--- src/rtl/core/cseg_pkg.sv ---
// ----------------------------------------------------------------------------
// cseg_pkg
// Shared types, opcodes, status codes and helper functions of the 16-bit core.
// ----------------------------------------------------------------------------
`timescale 1ns / 1ps
`default_nettype none

package cseg_pkg;

  localparam int MEM_ADDR_BITS_DEF = 21;

  // run status codes
  localparam logic [1:0] ST_RUN   = 2'd0;
  localparam logic [1:0] ST_HALT  = 2'd1;
  localparam logic [1:0] ST_SEGF  = 2'd2;
  localparam logic [1:0] ST_RANGE = 2'd3;

  // special register indexes
  localparam logic [4:0] REG_ZERO = 5'd0;
  localparam logic [4:0] REG_PC   = 5'd15;
  localparam logic [4:0] REG_FL   = 5'd20;
  localparam logic [4:0] REG_RA   = 5'd24;
  localparam logic [4:0] REG_SP   = 5'd25;
  localparam logic [4:0] REG_SEGX = 5'd29;
  localparam logic [4:0] REG_SEGV = 5'd30;

  localparam logic [32:0] IO_PORT = 33'h130000;
  localparam logic [16:0] IO_SEG  = 17'h13;

  localparam logic [7:0] SEG_CODE  = 8'h04;
  localparam logic [7:0] SEG_STACK = 8'h12;
  localparam logic [7:0] SEG_DATA  = 8'h11;
  localparam logic [7:0] SEG_IO    = 8'h13;
  localparam logic [7:0] SEG_NONE  = 8'h00;

  typedef enum logic [4:0] {
    OP_NOP  = 5'd0,  OP_MOV  = 5'd1,  OP_ADD  = 5'd2,  OP_SUB  = 5'd3,
    OP_OR   = 5'd4,  OP_AND  = 5'd5,  OP_NOT  = 5'd6,  OP_ADDI = 5'd7,
    OP_SUBI = 5'd8,  OP_ORI  = 5'd9,  OP_ANDI = 5'd10, OP_SL   = 5'd11,
    OP_SR   = 5'd12, OP_SRA  = 5'd13, OP_LDW  = 5'd14, OP_STW  = 5'd15,
    OP_JMP  = 5'd16, OP_JZ   = 5'd17, OP_JC   = 5'd18, OP_JNZ  = 5'd19,
    OP_JNC  = 5'd20, OP_JAL  = 5'd21, OP_JR   = 5'd22, OP_LDB  = 5'd24,
    OP_STB  = 5'd25, OP_HALT = 5'd31
  } opcode_t;

  typedef enum logic [2:0] {
    ALU_ADD, ALU_SUB, ALU_OR, ALU_AND, ALU_NOT, ALU_SL, ALU_SR, ALU_SRA
  } alu_t;

  typedef enum logic {KIND_HOST, KIND_STEP} kind_t;

  typedef struct packed {
    kind_t       kind;
    logic [19:0] addr;
    logic [15:0] data;
    logic [7:0]  rx;
  } item_t;

  typedef enum logic [2:0] {
    S_CLR, S_IDLE, S_F1, S_DEC, S_EXE, S_SEG, S_WB
  } bstate_t;

  typedef struct packed {
    logic       ok;
    logic [7:0] seg;
  } seg_t;

  // segment base by the base register index; r29 takes its base from r30
  function automatic seg_t seg_lookup(input logic [4:0] r);
    seg_t s;
    s.ok  = 1'b1;
    s.seg = SEG_NONE;
    if (r < 5'd8) begin
      s.seg = SEG_CODE;
    end else begin
      unique case (r)
        5'd23, REG_SP: s.seg = SEG_STACK;
        5'd26:         s.seg = SEG_DATA;
        5'd27:         s.seg = SEG_CODE;
        5'd28:         s.seg = SEG_IO;
        REG_SEGX:      s.seg = SEG_NONE;
        5'd31:         s.seg = SEG_NONE;
        default:       s.ok  = 1'b0;
      endcase
    end
    return s;
  endfunction

  // returns {carry, result}
  function automatic logic [16:0] alu_calc(input alu_t f, input logic [15:0] x,
                                           input logic [15:0] y);
    logic [16:0] s;
    logic [31:0] w;
    logic [3:0]  sh;
    logic [15:0] r;
    logic        cy;
    s  = '0;
    w  = '0;
    sh = '0;
    r  = '0;
    cy = 1'b0;
    unique case (f)
      ALU_ADD: begin
        s  = {1'b0, x} + {1'b0, y};
        r  = s[15:0];
        cy = s[16];
      end
      ALU_SUB: begin
        r  = x - y;
        cy = (x >= y);
      end
      ALU_OR:  r = x | y;
      ALU_AND: r = x & y;
      ALU_NOT: r = ~x;
      ALU_SL: begin
        if (y <= 16'd16) begin
          w  = {16'h0, x} << y[4:0];
          r  = w[15:0];
          cy = w[16];
        end
      end
      ALU_SR: begin
        if (y <= 16'd15) r = x >> y[3:0];
        cy = x[0];
      end
      ALU_SRA: begin
        sh = (y > 16'd15) ? 4'd15 : y[3:0];
        r  = 16'($signed(x) >>> sh);
        cy = x[0];
      end
      default: r = '0;
    endcase
    return {cy, r};
  endfunction

endpackage

`default_nettype wire

--- src/rtl/core/cseg_front.sv ---
// ----------------------------------------------------------------------------
// cseg_front
// Input side: accepts items, tags them host or step, and queues them.
// ----------------------------------------------------------------------------
`timescale 1ns / 1ps
`default_nettype none

module cseg_front (
  input  logic                 clk,
  input  logic                 rst_n,
  input  logic                 enable,
  input  logic                 in_valid,
  output logic                 in_ready,
  input  logic                 in_req_type,
  input  logic [19:0]          in_host_word_addr,
  input  logic [15:0]          in_host_word_data,
  input  logic [7:0]           in_rx_byte,
  output logic                 head_valid,
  output cseg_pkg::item_t      head,
  input  logic                 pop
);
  import cseg_pkg::*;

  item_t       q_r [2];
  logic        wr_ptr_r, rd_ptr_r;
  logic [1:0]  cnt_r;
  logic        push;
  item_t       new_item;

  assign in_ready   = (cnt_r != 2'd2) && enable;
  assign push       = in_valid && in_ready;
  assign head_valid = (cnt_r != 2'd0);
  assign head       = q_r[rd_ptr_r];

  always_comb begin
    new_item.kind = in_req_type ? KIND_STEP : KIND_HOST;
    new_item.addr = in_host_word_addr;
    new_item.data = in_host_word_data;
    new_item.rx   = in_rx_byte;
  end

  always_ff @(posedge clk) begin
    if (push) q_r[wr_ptr_r] <= new_item;
  end

  always_ff @(posedge clk) begin
    if (!rst_n) begin
      wr_ptr_r <= 1'b0;
      rd_ptr_r <= 1'b0;
      cnt_r    <= 2'd0;
    end else begin
      if (push) wr_ptr_r <= ~wr_ptr_r;
      if (pop)  rd_ptr_r <= ~rd_ptr_r;
      cnt_r <= cnt_r + {1'b0, push} - {1'b0, pop};
    end
  end

endmodule

`default_nettype wire

--- config.mk ---
export PLATFORM = sky130hd
export DESIGN_NAME = cseg_front
export DESIGN_NICKNAME = d
export VERILOG_FILES = /design/src/rtl/core/cseg_pkg.sv /design/src/rtl/core/cseg_front.sv
export SDC_FILE = /design/constraint.sdc
export NUM_CORES = 1
export LEC_CHECK = 0
export CAP_MARGIN = 20
export CORE_ASPECT_RATIO = 0.6
export CORE_MARGIN = 3
export CORE_UTILIZATION = 44
export DETAILED_ROUTE_END_ITERATION = 16
export DONT_BUFFER_PORTS = 1
export PLACE_DENSITY = 0.58
export SYNTH_ARGS = -nofsm -noshare
export SYNTH_HDL_FRONTEND = slang
export SYNTH_SLANG_ARGS = --single-unit
--- constraint.sdc ---
create_clock -name clk -period 4 [get_ports clk]
set_input_delay 0.6 -clock clk [delete_from_list [all_inputs] [get_ports clk]]
set_output_delay 0.6 -clock clk [all_outputs]
set_load 0.03 [all_outputs]
==> results.txt, run 1 <==
The number of enable-type register cells in the synthesized netlist is 90. The final cycle utilization of the critical path was 0.648. The core region is 8010 µm². For the count of unresolved DRC violations after routing, the log shows 0. The tools report the number of diodes added for antenna fixing as 0. The clock passes through at most 2 buffers.

The type of the worst min-delay path is input port to register. The run gives 4 as the number of iterations in the first detailed-routing pass. The fraction of power spent switching nets was 0.223. The total area of sequential cells is 2800 µm², and the post-cts resize count is 0. The data required time at the worst endpoint was 3400 ps; the final setup violation count was 0. The master of the slowest instance on the critical path is sky130_fd_sc_hd__buf_4. A synthesized cell averages 22.5 µm². The number of nets in the synthesized netlist is 216.

The number of global-route vias before repair was 1579. In this run, CTS created clock tree buffers numbering 9. The largest total area in the synthesized netlist belongs to sky130_fd_sc_hd__edfxtp_1. The run gives 0 as the final max-slew violation count.

The source-to-sink clock delay at the later pin of the worst-skew pair is 330 ps, and the number of violations of the max-capacitance limit is 0. The run finished with clean final reports. The data arrival time of the worst path was 1990 ps; the relative contribution of combinational cells to total power was 0.124.

The run gives 0.622 as the global placement routability congestion. The area growth from synthesis to layout is 11.5%. The top-area cell type share of the netlist area is 0.733.

For the wire length of the first global-routing pass, the log shows 8420 µm. The setup path with the least slack is of type register to output pin. The floorplan step defined a die boundary enclosing 9540 µm².

The clock-pin slew on the worst setup and hold paths was 60 ps; the number of core rows was 25. The count of pins on the block boundary was 97; the via count normalized by instance count was 5.01. In this run the number of H-tree levels came out at 3. For the count of vias placed by the detailed router, the log shows 1432.

Number of nets at the end of the flow: 225. The design draws 2.39 mW. Entering global routing, the biggest net connects 46 pins. The total global routing overflow was 0; the multi-input gate area in the final layout was 796 µm². For this run, the leading register cell type out of synthesis is sky130_fd_sc_hd__edfxtp_1. The tools report the global routing usage summed across all routing layers as 0.125. Setup repair after global routing left no endpoint under its margin.

The post-CTS setup repair buffer count was 0. The horizontal die dimension came out at 124 µm. Reg-to-reg startpoint: cnt_r[0]$_SDFF_PN0_. Yosys instantiated no cell more often than sky130_fd_sc_hd__edfxtp_1. Counting instances in the post-synthesis netlist gives the leading cell types as sky130_fd_sc_hd__edfxtp_1, sky130_fd_sc_hd__mux2_4, sky130_fd_sc_hd__and2_1, sky130_fd_sc_hd__dfxtp_1, sky130_fd_sc_hd__mux2_2. The number of warnings reported in the yosys synthesis log came out at 0. The analysis attributes to net switching a power of 0.532 mW. For the sequential-to-total area share from yosys stat, the log shows 0.761. The tools report the startpoint of the worst hold path as in_host_word_addr[1].

The part of the power in the clock network came out at 0.383. The tools report the master cell of the clock root buffer as sky130_fd_sc_hd__clkbuf_16. TritonCTS built the clock tree. The fraction of registers with async set/reset is 0. The category of the worst setup path capture point is an output pin. The tools report the total count of hold-check failures in the final report as 0.

The placed cell count is 269, and the leakage power is 1.44 nW. The cell family with the largest share of critical-path delay was buffers and inverters. In this run, synthesis produced a sequential element count of 95. The worst-case IR drop observed on VDD is 0.000338 V. Derived from the worst setup path, the maximum achievable clock frequency is 0.386 GHz. Initial antenna violation count: 0. For the remaining number of nets flagged by the antenna check after routing, the log shows 0. The biggest cell delay along the critical path works out to 570 ps.

The tools report the unique cell type count in the Yosys netlist as 18. For the number of hold buffers added after CTS, the log shows 0. Traced cell by cell, the critical path runs through buf_4 -> mux2_2. The fraction of final layout cells with drive strength greater than 1 was 0.376. The worst slew margin relative to its limit is 0.594, and the number of buffers and inverters on the critical path is 1.

The floorplan die height came out at 76.9 µm. After synthesis, the cell types taking the most area are sky130_fd_sc_hd__edfxtp_1, sky130_fd_sc_hd__mux2_4, sky130_fd_sc_hd__dfxtp_1. The finished layout holds 286 standard cells, fillers aside.

Clock tree synthesis found a total of 95 sinks. The number of standard cells after synthesis came out at 164. For the worst clock skew, the log shows 5.81 ps. STA classifies the critical path startpoint as a register. The sum of negative setup slack came out at 0 ps.

The initial cell density of the core is 0.460, and the final critical path time including I/O delays and setup is 2590 ps. Along the worst path, the maximum fanout reaches 33. After synthesis the cells add up to 3680 µm².

Design internal power: 1.86 mW. The tools report the portion of total power attributed to sequential cells as 0.493. Measured slew at the worst slew-check pin: 608 ps.

Fill cells in the final layout number 652. The initial DRC count was 57; the count of port buffers added during placement was 0. Power spread over the standard cell area amounts to 581 nW/µm². After detailed routing, the total wire length is 5510 µm. Dividing the detail-routed wire length by the instance count gives 19.3 µm.
==> layer usage <==
layer  GRT usage  wire length [µm]
met5           0                 0
met4      0.0525                91
met2       0.188              2600
met1       0.131              2010
met3      0.0936               798
==> placed cells by master, fill, tap and decap left out, types with 2 or more instances in the layout <==
cell / synthesis / layout
sky130_fd_sc_hd__and2_1: 5 / 5
sky130_fd_sc_hd__buf_4: 0 / 2
sky130_fd_sc_hd__bufinv_16: 0 / 2
sky130_fd_sc_hd__clkbuf_16: 0 / 9
sky130_fd_sc_hd__clkbuf_8: 0 / 3
sky130_fd_sc_hd__dfxtp_1: 5 / 4
sky130_fd_sc_hd__edfxtp_1: 90 / 90
sky130_fd_sc_hd__ha_1: 2 / 2
sky130_fd_sc_hd__mux2_2: 5 / 5
sky130_fd_sc_hd__mux2_4: 40 / 40
sky130_fd_sc_hd__nand2b_1: 2 / 2
sky130_fd_sc_hd__xnor2_1: 2 / 2
==> worst paths after layout <==
check,end,slack [ps],cells after the start
max,head[3],1410,2
max reg2reg,q_r[0][17]$_DFFE_PP_,2040,4
min,q_r[0][25]$_DFFE_PP_,360,0
min reg2reg,wr_ptr_r$_SDFFE_PN0P_,550,2
==> flip-flops by register name, indices dropped and copies added, names as in the netlist, named ones only <==
name	cells
wr_ptr_r	1
q_r	90
rd_ptr_r	1
cnt_r	2
==> through the flow <==
step | utilization | instance area [µm²] | hold slack, ps | setup WS (ps)
floorplan | - | 3680 | 455 | 917
global placement | 0.469 | 3750 | 500 | 1710
detailed placement | 0.469 | 3750 | 539 | 1670
CTS | 0.511 | 4090 | 343 | 1370
global route | 0.513 | 4110 | 337 | 1280
finish | 0.513 | 4110 | 358 | 1410
==> final cells by class <==
type | count | share of cell area
clock buffers | 13 | 0.0658
clock inverters | 3 | 0.0158
inverters | 1 | 0.000914
multi-input cells | 63 | 0.194
flip-flops and latches | 95 | 0.682
well taps | 108 | 0.0329
repair buffers | 3 | 0.00853
==> power by group through the flow <==
stage	sequential [mW]	clock (mW)	combinational, mW
final	1.18	0.914	0.296
after detailed placement	1.20	0	0.300
after global placement	1.20	0	0.295
after global routing	1.18	0.982	0.315
after CTS	1.18	0.938	0.300
after floorplan	1.19	0	0.287
==> logic make-up after synthesis <==
logic type,synth area share
mux,0.181
flops,0.761
simple gates,0.0187
xor+xnor,0.00713
fa+ha+maj,0.00679
buf+inv,0.0258
Power figures use the tool's default switching activity.
==> inputs of run 2 (changes only) <==
Clock period 4 ns to 2.51 ns, I/O delays scaled along.
==> results.txt, run 2 (synthesized netlist as in run 1, its figures left out) <==
The largest fanout of any net on the critical path is 24 (was 33), and the worst slew margin relative to its limit is 0.606 (was 0.594). The final worst-path setup slack came out at 612 ps (was 1410 ps). Setup repair after global routing left no endpoint under its margin. The source-to-sink clock delay at the later pin of the worst-skew pair was 330 ps (about the same); the final cycle utilization of the critical path was 0.756. Commonest cells after routing, fill and taps aside: sky130_fd_sc_hd__edfxtp_1, sky130_fd_sc_hd__mux2_4, sky130_fd_sc_hd__clkbuf_16 (unchanged). The clock buffer count from CTS is 9 (unchanged). Worst path cell trace: buf_4 -> mux2_2 (unchanged).

The number of buffers on the longest clock path was 2 (unchanged). The number of core rows came out at 25 (unchanged). The logs give 3 (unchanged) for the deepest level of the CTS H-tree and 0 (unchanged) for the final max-slew violation count. The count of vias placed by the detailed router was 1432 (unchanged); the measured slew at the worst slew-check pin was 592 ps (was 608 ps). The run finished with clean final reports. The average routed wire per standard cell was 18.7 µm (was 19.3 µm); the number of nets at the end of the flow was 226 (was 225).

The initial antenna violation count was 0 (unchanged); the final setup violation count was 0 (unchanged). The total global routing overflow is 0 (unchanged). The register containing the most flip-flops in the final layout was q_r (unchanged). The post-CTS setup repair buffer count was 0 (unchanged). The run gives 3.62 mW (was 2.39 mW) as the overall power after layout. The power density of the placed cells was 890 nW/µm² (was 581 nW/µm²). Regs by FF count: q_r: 90 flops, cnt_r: 2 flops (unchanged). The tools report the startpoint type of the worst setup path as a register (unchanged). The horizontal die dimension works out to 124 µm (unchanged).

The most common library cell in the layout ignoring fill and taps is sky130_fd_sc_hd__edfxtp_1 (unchanged). The logs give 3780 µm² (was 3750 µm²) for the total placed instance area and 0 (unchanged) for the remaining number of nets flagged by the antenna check after routing. The floorplan die height was 76.9 µm (unchanged); the number of diodes added for antenna fixing was 0 (unchanged). For the final worst hold slack, the log shows 136 ps (was 358 ps). The number of hold buffers added after CTS is 0 (unchanged), and the highest ir drop seen on vdd is 0.000463 V (was 0.000338 V). The tools report the initial DRC count as 78 (was 57). The type of the worst min-delay path was input port to register (unchanged).

The worst setup slack before clock tree synthesis was 772 ps (was 1670 ps). The HPWL reported at the end of detailed placement is 3660 µm, and the post-cts resize count is 0 (unchanged). The kind of critical path was register to output pin (unchanged). The number of clock sinks seen by CTS is 95 (unchanged).

The master of the slowest instance on the critical path is sky130_fd_sc_hd__mux2_2 (was sky130_fd_sc_hd__buf_4). TritonCTS built the clock tree. The run gives 1.42 nW (was 1.44 nW) as the leakage power. Placed cell count: 271 (was 269). The post-synthesis to final-layout area growth is 10.5% (was 11.5%). The clock-pin slew on the worst setup and hold paths works out to 60 ps (about the same).

The data required time at the worst endpoint is 2130 ps (was 3400 ps), and the sum of negative setup slack is 0 ps (unchanged). Number of violations of the max-capacitance limit: 0 (unchanged). The number of flip-flops under the largest register name works out to 90 (unchanged). The data arrival time of the worst path is 1520 ps (was 1990 ps), and the post-route non-filler standard cell count is 287 (was 286).

The tools report the number of iterations in the first detailed-routing pass as 4 (unchanged). The via count normalized by instance count was 4.99 (was 5.01); the wire length of the first global-routing pass was 8290 µm (was 8420 µm). The count of pins on the block boundary came out at 97 (unchanged). Master cell of the clock root buffer: sky130_fd_sc_hd__clkbuf_16 (unchanged). The count of port buffers added during placement works out to 0 (unchanged). The tools report the initial cell density of the core as 0.460 (unchanged). For the total count of hold-check failures in the final report, the log shows 0 (unchanged).

The count of unresolved DRC violations after routing is 0 (unchanged). The number of global-route vias before repair came out at 1486 (was 1579). The area of the die is 9540 µm² (unchanged), and the worst clock skew is 3.00 ps (was 5.81 ps). For this run, the top clock speed supported by timing is 0.527 GHz. The run gives 46 (unchanged) as the maximum number of pins on one net before global-route repair.

The global placement routability congestion came out at 0.719 (was 0.622). The fraction of final layout cells with drive strength greater than 1 came out at 0.374 (was 0.376). The final non-filler cell area is 4070 µm² (was 4110 µm²), and the total core area is 8010 µm² (unchanged). The logs give 0.508 (was 0.513) for the share of the core filled with cells in the final layout and 5370 µm (was 5510 µm) for the routed wire length.

The category of the worst setup path capture point was an output pin (unchanged). The clock period could shrink to 1900 ps. The biggest cell delay along the critical path came out at 480 ps (was 570 ps).

Global routing usage summed across all routing layers: 0.123 (was 0.125).
-- run 2: cell types whose count changed in the layout (fill, tap and decap cells not counted), sizes merged --
cell	delta
clkbuf	-4
clkinv	+4
buf	+1
bufinv	-1
clkinvlp	+1
-- run 2: critical path: cells and delay by family (launching register included) --
kind                   cells  cell delay, ps
buffers and inverters      1             380
DFF                        1             320
muxes                      1             480
-- run 2: where the power goes --
group          internal, mW  switching, mW
sequential             1.84         0.0276
combinational         0.167          0.315
clock                 0.761          0.511
total                  2.77          0.853
-- run 2: path summary, 6_finish.rpt --
path	startpoint	cells after the start	slack, ps	endpoint
min	in_host_word_addr[19]	0	140	q_r[1][43]$_DFFE_PP_
min reg2reg	wr_ptr_r$_SDFFE_PN0P_	2	530	wr_ptr_r$_SDFFE_PN0P_
max reg2reg	cnt_r[0]$_SDFF_PN0_	8	780	cnt_r[1]$_SDFF_PN0_
max	register	2	610	head[1]
-- run 2: layer usage --
metal / vias up / part of all wire / GRT usage
li1: 652 / - / -
met1: 707 / 0.34 / 0.117
met2: 64 / 0.49 / 0.193
met3: 9 / 0.15 / 0.0929
met4: 0 / 0.021 / 0.0645
met5: - / 0 / 0
-- run 2: cell type report --
type / count / area [µm²]
fillers: 664 / 3940
inverters: 1 / 3.75
well taps: 108 / 135
repair buffers: 4 / 42.5
flip-flops and latches: 95 / 2800
multi-input cells: 63 / 796
clock buffers: 9 / 225
clock inverters: 7 / 63.8
